## src/rtl/core/sorted_list_insert_delete_core_defines.svh

```systemverilog
// Assertion macros for the sorted list core.
// Depends on nothing; the asserting module supplies clk and rst_n.
`ifndef SORTED_LIST_INSERT_DELETE_CORE_DEFINES_SVH
`define SORTED_LIST_INSERT_DELETE_CORE_DEFINES_SVH

`ifndef SYNTHESIS
// Same-cycle implication, checked outside reset.
`define SLID_ASSERT_IMPLY(label, ante, cons) \
    label: assert property (@(posedge clk) disable iff (!rst_n) (ante) |-> (cons)) \
        else $error("sorted list core: same-cycle check failed");
// Next-cycle implication, checked outside reset.
`define SLID_ASSERT_NEXT(label, ante, cons) \
    label: assert property (@(posedge clk) disable iff (!rst_n) (ante) |=> (cons)) \
        else $error("sorted list core: next-cycle check failed");
`else
`define SLID_ASSERT_IMPLY(label, ante, cons)
`define SLID_ASSERT_NEXT(label, ante, cons)
`endif

`endif

```

## src/rtl/core/slid_pkg.sv

```systemverilog
// Shared types and constants for the sorted list core.
// No dependencies; used by sorted_list_insert_delete_core.
package slid_pkg;

    localparam int DEPTH_DEFAULT = 16;
    localparam int DATA_W        = 32;
    localparam int CMD_W         = 2;
    localparam int RANK_W        = 4;
    localparam int ENTRY_COUNT_W = 5;

    localparam logic [CMD_W-1:0] CMD_INSERT = 2'd0;
    localparam logic [CMD_W-1:0] CMD_DELETE = 2'd1;
    localparam logic [CMD_W-1:0] CMD_READ   = 2'd2;

    typedef enum logic [1:0] {
        STATUS_OK        = 2'd0,
        STATUS_FULL      = 2'd1,
        STATUS_NOT_FOUND = 2'd2,
        STATUS_RANGE     = 2'd3
    } status_t;

    typedef enum logic [2:0] {
        ST_IDLE,
        ST_INS_SCAN,
        ST_INS_HEAD,
        ST_DEL_SCAN,
        ST_RD_WAIT,
        ST_FINISH
    } state_t;

    typedef struct packed {
        logic [CMD_W-1:0]         cmd;
        logic signed [DATA_W-1:0] value;
        logic [RANK_W-1:0]        rank;
    } req_t;

    typedef struct packed {
        status_t                  status;
        logic signed [DATA_W-1:0] read_value;
        logic [ENTRY_COUNT_W-1:0] entry_count;
    } rsp_t;

endpackage

```

## src/rtl/core/slid_ram.sv

```systemverilog
// Generic single-write, single-read RAM with registered read data.
// No dependencies.
module slid_ram #(
    parameter int WIDTH = 32,
    parameter int DEPTH = 16,
    localparam int ADDR_W = $clog2(DEPTH)
) (
    input  logic              clk,
    input  logic              we,
    input  logic [ADDR_W-1:0] waddr,
    input  logic [WIDTH-1:0]  wdata,
    input  logic              re,
    input  logic [ADDR_W-1:0] raddr,
    output logic [WIDTH-1:0]  rdata
);

    logic [WIDTH-1:0] mem [DEPTH];
    logic [WIDTH-1:0] rdata_reg;

    always_ff @(posedge clk)
    begin
        if (we)
        begin
            mem[waddr] <= wdata;
        end
        if (re)
        begin
            rdata_reg <= mem[raddr];
        end
    end

    assign rdata = rdata_reg;

endmodule

```

## src/rtl/core/sorted_list_insert_delete_core.sv

```systemverilog
// Sorted list core: ascending list of signed 32-bit values kept in one RAM.
// Uses slid_pkg, slid_ram and the assertion macro header.
//
// Usage:
//   req carries {cmd, value, rank}: insert value, delete the first equal value,
//   or read the entry at an ascending rank. rsp carries {status, read_value,
//   entry_count}. Each channel transfers when valid is high and stall is low.
//   One command is worked at a time; req_stall is high while it is in flight.
//   Insert walks from the tail toward the head shifting entries up one slot,
//   delete walks from the head and shifts later entries down; the single RAM
//   port pair moves one entry per cycle.
//   To rsp_valid, a read passes through ST_RD_WAIT and ST_FINISH; insert and
//   delete pass their scan state, walking entries, plus ST_INS_HEAD for an
//   insert at rank 0, then ST_FINISH; a full insert, an empty list, a read
//   beyond the count or the unused code go straight to ST_FINISH. The next
//   request is taken after ST_FINISH registers the result and returns to idle.
//   The result register lets a new command start while rsp waits under stall;
//   the finished command then holds until the register frees up.
//   Reset empties the list at once (count goes to zero); RAM contents are not
//   cleared since only entries below the count are ever read.
`include "sorted_list_insert_delete_core_defines.svh"

module sorted_list_insert_delete_core #(
    parameter int DEPTH = slid_pkg::DEPTH_DEFAULT
) (
    input  logic           clk,
    input  logic           rst_n,
    input  logic           req_valid,
    output logic           req_stall,
    input  slid_pkg::req_t req,
    output logic           rsp_valid,
    input  logic           rsp_stall,
    output slid_pkg::rsp_t rsp
);

    import slid_pkg::*;

    localparam int AW = $clog2(DEPTH);
    localparam int CW = $clog2(DEPTH + 1);

    state_t              state_reg, state_next;
    logic [CW-1:0]       count_reg, count_next;
    logic                rsp_valid_reg, rsp_valid_next;
    rsp_t                rsp_reg, rsp_next;
    logic [AW-1:0]       cur_reg, cur_next;
    logic                found_reg, found_next;
    logic [DATA_W-1:0]   val_reg, val_next;
    logic [DATA_W-1:0]   rdval_reg, rdval_next;
    status_t             status_reg, status_next;

    logic                ram_we;
    logic [AW-1:0]       ram_waddr;
    logic [DATA_W-1:0]   ram_wdata;
    logic                ram_re;
    logic [AW-1:0]       ram_raddr;
    logic [DATA_W-1:0]   ram_rdata;

    logic                accept;
    logic                list_full;
    logic                list_empty;
    logic                rank_miss;
    logic                not_smaller;
    logic                match;
    logic                at_last;
    logic                hit;
    logic                rsp_free;

    slid_ram #(
        .WIDTH(DATA_W),
        .DEPTH(DEPTH)
    ) u_entries (
        .clk  (clk),
        .we   (ram_we),
        .waddr(ram_waddr),
        .wdata(ram_wdata),
        .re   (ram_re),
        .raddr(ram_raddr),
        .rdata(ram_rdata)
    );

    assign req_stall   = (state_reg != ST_IDLE);
    assign accept      = req_valid && !req_stall;
    assign list_full   = (count_reg >= CW'(DEPTH));
    assign list_empty  = (count_reg == '0);
    assign rank_miss   = (32'(req.rank) >= 32'(count_reg)) || (32'(req.rank) >= 32'(DEPTH));
    assign not_smaller = ($signed(ram_rdata) >= $signed(val_reg));
    assign match       = (ram_rdata == val_reg);
    assign at_last     = (CW'(cur_reg) == (count_reg - CW'(1)));
    assign hit         = found_reg || match;
    assign rsp_free    = !rsp_valid_reg || !rsp_stall;

    // Next state
    always_comb
    begin
        state_next = state_reg;
        unique case (state_reg)
            ST_IDLE:
            begin
                if (accept)
                begin
                    unique case (req.cmd)
                        CMD_INSERT:
                        begin
                            if (list_full || list_empty)
                            begin
                                state_next = ST_FINISH;
                            end
                            else
                            begin
                                state_next = ST_INS_SCAN;
                            end
                        end
                        CMD_DELETE:
                        begin
                            state_next = list_empty ? ST_FINISH : ST_DEL_SCAN;
                        end
                        CMD_READ:
                        begin
                            state_next = rank_miss ? ST_FINISH : ST_RD_WAIT;
                        end
                        default:
                        begin
                            state_next = ST_FINISH;
                        end
                    endcase
                end
            end
            ST_INS_SCAN:
            begin
                if (!not_smaller)
                begin
                    state_next = ST_FINISH;
                end
                else if (cur_reg == '0)
                begin
                    state_next = ST_INS_HEAD;
                end
            end
            ST_INS_HEAD:
            begin
                state_next = ST_FINISH;
            end
            ST_DEL_SCAN:
            begin
                if (at_last)
                begin
                    state_next = ST_FINISH;
                end
            end
            ST_RD_WAIT:
            begin
                state_next = ST_FINISH;
            end
            ST_FINISH:
            begin
                if (rsp_free)
                begin
                    state_next = ST_IDLE;
                end
            end
            default:
            begin
                state_next = ST_IDLE;
            end
        endcase
    end

    // Datapath and RAM control
    always_comb
    begin
        count_next     = count_reg;
        cur_next       = cur_reg;
        found_next     = found_reg;
        val_next       = val_reg;
        rdval_next     = rdval_reg;
        status_next    = status_reg;
        rsp_next       = rsp_reg;
        rsp_valid_next = rsp_valid_reg && rsp_stall;
        ram_we         = 1'b0;
        ram_waddr      = cur_reg;
        ram_wdata      = ram_rdata;
        ram_re         = 1'b0;
        ram_raddr      = cur_reg;

        unique case (state_reg)
            ST_IDLE:
            begin
                if (accept)
                begin
                    val_next    = req.value;
                    found_next  = 1'b0;
                    rdval_next  = '0;
                    status_next = STATUS_OK;
                    unique case (req.cmd)
                        CMD_INSERT:
                        begin
                            if (list_full)
                            begin
                                status_next = STATUS_FULL;
                            end
                            else if (list_empty)
                            begin
                                ram_we     = 1'b1;
                                ram_waddr  = '0;
                                ram_wdata  = req.value;
                                count_next = count_reg + CW'(1);
                            end
                            else
                            begin
                                // walk from the tail toward the head
                                ram_re    = 1'b1;
                                ram_raddr = AW'(count_reg - CW'(1));
                                cur_next  = AW'(count_reg - CW'(1));
                            end
                        end
                        CMD_DELETE:
                        begin
                            if (list_empty)
                            begin
                                status_next = STATUS_NOT_FOUND;
                            end
                            else
                            begin
                                ram_re    = 1'b1;
                                ram_raddr = '0;
                                cur_next  = '0;
                            end
                        end
                        CMD_READ:
                        begin
                            if (rank_miss)
                            begin
                                status_next = STATUS_RANGE;
                            end
                            else
                            begin
                                ram_re    = 1'b1;
                                ram_raddr = AW'(req.rank);
                            end
                        end
                        default:
                        begin
                            status_next = STATUS_OK;
                        end
                    endcase
                end
            end
            ST_INS_SCAN:
            begin
                ram_we    = 1'b1;
                ram_waddr = cur_reg + AW'(1);
                if (not_smaller)
                begin
                    // shift this entry up one slot, fetch the one below
                    ram_wdata = ram_rdata;
                    if (cur_reg != '0)
                    begin
                        ram_re    = 1'b1;
                        ram_raddr = cur_reg - AW'(1);
                        cur_next  = cur_reg - AW'(1);
                    end
                end
                else
                begin
                    ram_wdata  = val_reg;
                    count_next = count_reg + CW'(1);
                end
            end
            ST_INS_HEAD:
            begin
                ram_we     = 1'b1;
                ram_waddr  = '0;
                ram_wdata  = val_reg;
                count_next = count_reg + CW'(1);
            end
            ST_DEL_SCAN:
            begin
                // once the match is passed, move each entry down one slot
                if (found_reg)
                begin
                    ram_we    = 1'b1;
                    ram_waddr = cur_reg - AW'(1);
                    ram_wdata = ram_rdata;
                end
                found_next = hit;
                if (at_last)
                begin
                    if (hit)
                    begin
                        count_next = count_reg - CW'(1);
                    end
                    else
                    begin
                        status_next = STATUS_NOT_FOUND;
                    end
                end
                else
                begin
                    ram_re    = 1'b1;
                    ram_raddr = cur_reg + AW'(1);
                    cur_next  = cur_reg + AW'(1);
                end
            end
            ST_RD_WAIT:
            begin
                rdval_next = ram_rdata;
            end
            ST_FINISH:
            begin
                if (rsp_free)
                begin
                    rsp_next.status      = status_reg;
                    rsp_next.read_value  = rdval_reg;
                    rsp_next.entry_count = ENTRY_COUNT_W'(count_reg);
                    rsp_valid_next       = 1'b1;
                end
            end
            default:
            begin
                rsp_valid_next = rsp_valid_reg && rsp_stall;
            end
        endcase
    end

    always_ff @(posedge clk or negedge rst_n)
    begin
        if (!rst_n)
        begin
            state_reg     <= ST_IDLE;
            count_reg     <= '0;
            rsp_valid_reg <= 1'b0;
        end
        else
        begin
            state_reg     <= state_next;
            count_reg     <= count_next;
            rsp_valid_reg <= rsp_valid_next;
        end
    end

    always_ff @(posedge clk)
    begin
        cur_reg    <= cur_next;
        found_reg  <= found_next;
        val_reg    <= val_next;
        rdval_reg  <= rdval_next;
        status_reg <= status_next;
        rsp_reg    <= rsp_next;
    end

    assign rsp_valid = rsp_valid_reg;
    assign rsp       = rsp_reg;

    `SLID_ASSERT_IMPLY(a_count_bound, 1'b1, count_reg <= CW'(DEPTH))
    `SLID_ASSERT_IMPLY(a_del_cursor, state_reg == ST_DEL_SCAN, CW'(cur_reg) < count_reg)
    `SLID_ASSERT_NEXT(a_read_keeps_count, state_reg == ST_RD_WAIT, $stable(count_reg))
    `SLID_ASSERT_NEXT(a_finish_holds, (state_reg == ST_FINISH) && rsp_valid_reg && rsp_stall,
                      (state_reg == ST_FINISH) && $stable(rsp_reg))

endmodule
```

## config.mk

```make
export PLATFORM = sky130hd
export DESIGN_NAME = sorted_list_insert_delete_core
export DESIGN_NICKNAME = d
export VERILOG_FILES = /design/src/rtl/core/slid_pkg.sv /design/src/rtl/core/slid_ram.sv /design/src/rtl/core/sorted_list_insert_delete_core.sv
export VERILOG_INCLUDE_DIRS = /design/src /design/src/rtl/core
export SDC_FILE = /design/constraint.sdc
export NUM_CORES = 1
export LEC_CHECK = 0
export ABC_AREA = 0
export ABC_CLOCK_PERIOD_IN_PS = 8500
export BUFFER_PORTS_ARGS = -buffer_cell sky130_fd_sc_hd__buf_2
export CORE_ASPECT_RATIO = 0.7
export CORE_MARGIN = 5
export CORE_UTILIZATION = 45
export CTS_CLUSTER_DIAMETER = 50
export DETAILED_ROUTE_END_ITERATION = 10
export PLACE_DENSITY = 0.63
export SYNTH_ARGS = -nofsm -noshare
export SYNTH_HDL_FRONTEND = slang
export SYNTH_SLANG_ARGS = --single-unit
```

## constraint.sdc

```tcl
create_clock -name clk -period 8.5 [get_ports clk]
set_input_delay 0.425 -clock clk [delete_from_list [all_inputs] [get_ports clk]]
set_output_delay 0.425 -clock clk [all_outputs]
set_load 0.02 [all_outputs]
```

==> results.cfg <==
[min_path]
worstHoldStart = req[12]
hold_path_end = val_reg[8]$_DFFE_PP_
hp-class = in -> reg
min_path_cells = 1

[drt]
drt-total-wl_mm = 76.2
drtPass1Iterations = 7
wl_per_cell_um = 26.0
drt-initial-drc-count = 2594
drc = 0
vias = 18753
viasPerCell = 6.39
drt.antenna.violating_nets = 0

[global_routing]
grt.overflow.total = 0
grt_pass1_wl_mm = 113
grt_max_degree = 129
antenna_found_initial = 2
grt_pass1_vias = 17619
track_usage = 0.220

[place]
place.port_buffers = 82
gp_congestion = 0.904
dp_hpwl_mm = 42.4

[layout]
largest_register_ffs = 512
area_growth_pct = 12.6
drive_above_1_share = 0.133
antenna_cells = 0
mostFrequentLayoutCells = edfxtp_1, nand2_1, a21oi_1, o21ai_0, a41oi_1
nets = 2147
final_common_cell = edfxtp_1

[setup_path]
end_kind = register
path_cells = nor3_1 -> nand2_1 -> inv_2 -> nand3_1 -> o31a_2 -> buf_4 -> buf_4 -> nand3_4 -> buf_4 -> nand2_1 -> a22o_1 -> o221ai_1
crit_slowest_cell = nand3_4
critPathRequiredTime_ps = 8810
r2r-end = u_entries.rdata[12]$_DFFE_PP_
r2r-start = state_reg[1]$_DFFE_PN0P_
path_class = reg -> reg
crit_top_cell = buf_4
regToRegSetupSlack_ps = 2430
worstSetupStartpointType = register
critPathArrivalTime_ps = 6380
r2r_cells = 12
crit_path_max_incr_delay_ps = 850
cp_max_fo = 79

[die]
die_w_um = 309
core.rowCount = 76
fp.dieH_um = 220
die_area_um2 = 67900
io_pins = 83
core_um2 = 61800
initial_utilization = 0.457

[synth]
synth-seq-cells = 663
syn_inst = 2022
synthesis.area_um2 = 28200
yosysWarnings = 0
synth_top_cells_by_area = edfxtp_1, a41oi_1, a21oi_1
netlist-cell-type-count = 68
synth_area_per_cell_um2 = 14.0
synth_nets = 2104
seq_area_frac_synth = 0.704
ys_async_sr_fraction = 0.0136
synth_area_leader_cell = edfxtp_1
synth_edf_count = 654
netlist.area_leader.share = 0.696
synthFlopType = edfxtp_1

[clock_tree]
cts_sinks = 663
clk_pin_slew_worst_paths_ps = 60
clock_latency_ps = 620
cts_root_buf = clkbuf_16
cts_tree = built
htreeDepth = 3
post_cts_buffers = 0
clockBufferDepth = 3
numCtsBuffers = 67

[timing]
tightest_slew_ps = 1070
holdWs_ps = 35.4
final_max_slew_viol_count = 0
fin_crit_sh = 0.714
rsz0062_at_grt = no
setup_viol = 0
slew_headroom = 0.286
final_hold_viol_count = 0
finalClockSkew_ps = 26.3
fmax_ghz = 0.165
tns_ps = 0
period_needed_ps = 6070

[status]
status = finished clean

[job]
drv_cap = 0
## logic make-up after synthesis
| group | Yosys count | share of synthesized area |
|---|---|---|
| multiplexers | 6 | 0.00270 |
| adder cells (fa/ha/maj) | 40 | 0.0177 |
| XOR/XNOR | 14 | 0.00434 |
| AO/OA/AOI/OAI | 729 | 0.182 |
| buffers and inverters | 251 | 0.0379 |
| AND/OR/NAND/NOR | 319 | 0.0512 |
| flip-flops | 663 | 0.704 |
## worst max-delay path: cells and delay by family, from the launching register on
family / cells / cell delay (ps)
AOI/OAI and AO/OA: 3 / 430
buffers and inverters: 4 / 2430
and+or+nand+nor: 5 / 1990
DFF: 1 / 810
## layer usage
| metal | up-vias | part of all wire | wire (µm) | GRT usage |
|---|---|---|---|---|
| li1 | 8174 | - | - | - |
| met1 | 9404 | 0.44 | 33800 | 0.336 |
| met2 | 1054 | 0.42 | 32000 | 0.309 |
| met3 | 119 | 0.12 | 8990 | 0.0698 |
| met4 | 2 | 0.019 | 1420 | 0.0496 |
| met5 | - | 0.00017 | 13 | 0 |
## synth_stat cells, types with 11 or more instances
master      n
a21oi_1   162
a222oi_1   29
a22o_1     65
a22oi_1    99
a41oi_1   128
and3_1     35
buf_1      13
buf_2      30
clkbuf_1  110
edfxtp_1  654
ha_1       40
inv_1      79
nand2_1   172
nand3_1    16
nand4_1    11
nor2_1     48
o21ai_0   146
o221ai_1   28
xnor2_1    12
## cell type report
class                      count  area [µm²]
clock inverter                41         332
multi-input combinational   1108        7530
inverter                      81         304
tap                          819        1020
fill                        5113       30000
timing repair buffer         144         943
sequential                   663       19900
clock buffer                  77        1780
## repair_timing
action | CTS | global route
hold buffers | 17 | 0
endpoints found under the hold margin | 25 | 0
gates resized for setup | 0 | 0
## worst max-delay path by stage
stage,startpoint,to,slack [ps],cells past startpoint
4_1_cts,state_reg[1]$_DFFE_PN0P_,u_entries.rdata[23]$_DFFE_PP_,2510,12
6_report,state_reg[1]$_DFFE_PN0P_,u_entries.rdata[12]$_DFFE_PP_,2430,12
3_5_place_dp,state_reg[1]$_DFFE_PN0P_,u_entries.rdata[3]$_DFFE_PP_,2520,12
5_1_grt,state_reg[1]$_DFFE_PN0P_,u_entries.rdata[6]$_DFFE_PP_,2020,12
2_1_floorplan,count_reg[0]$_DFFE_PN0P_,u_entries.mem[12][0]$_DFFE_PP_,4260,11
3_3_place_gp,state_reg[1]$_DFFE_PN0P_,u_entries.rdata[26]$_DFFE_PP_,2820,12
## metrics by stage
step            util  setup WS (ps)  instance area [µm²]  cells
5_1_grt        0.514           2020                31800   2933
2_1_floorplan      -           4260                28200   2022
3_3_place_gp   0.477           2820                29500   2798
6_report       0.514           2430                31800   2933
3_5_place_dp   0.477           2520                29500   2798
4_1_cts        0.514           2510                31800   2933
Power is left out: the tool's default activity adds up to more than one toggle a clock period on the data nets, which glitch-free logic cannot reach.
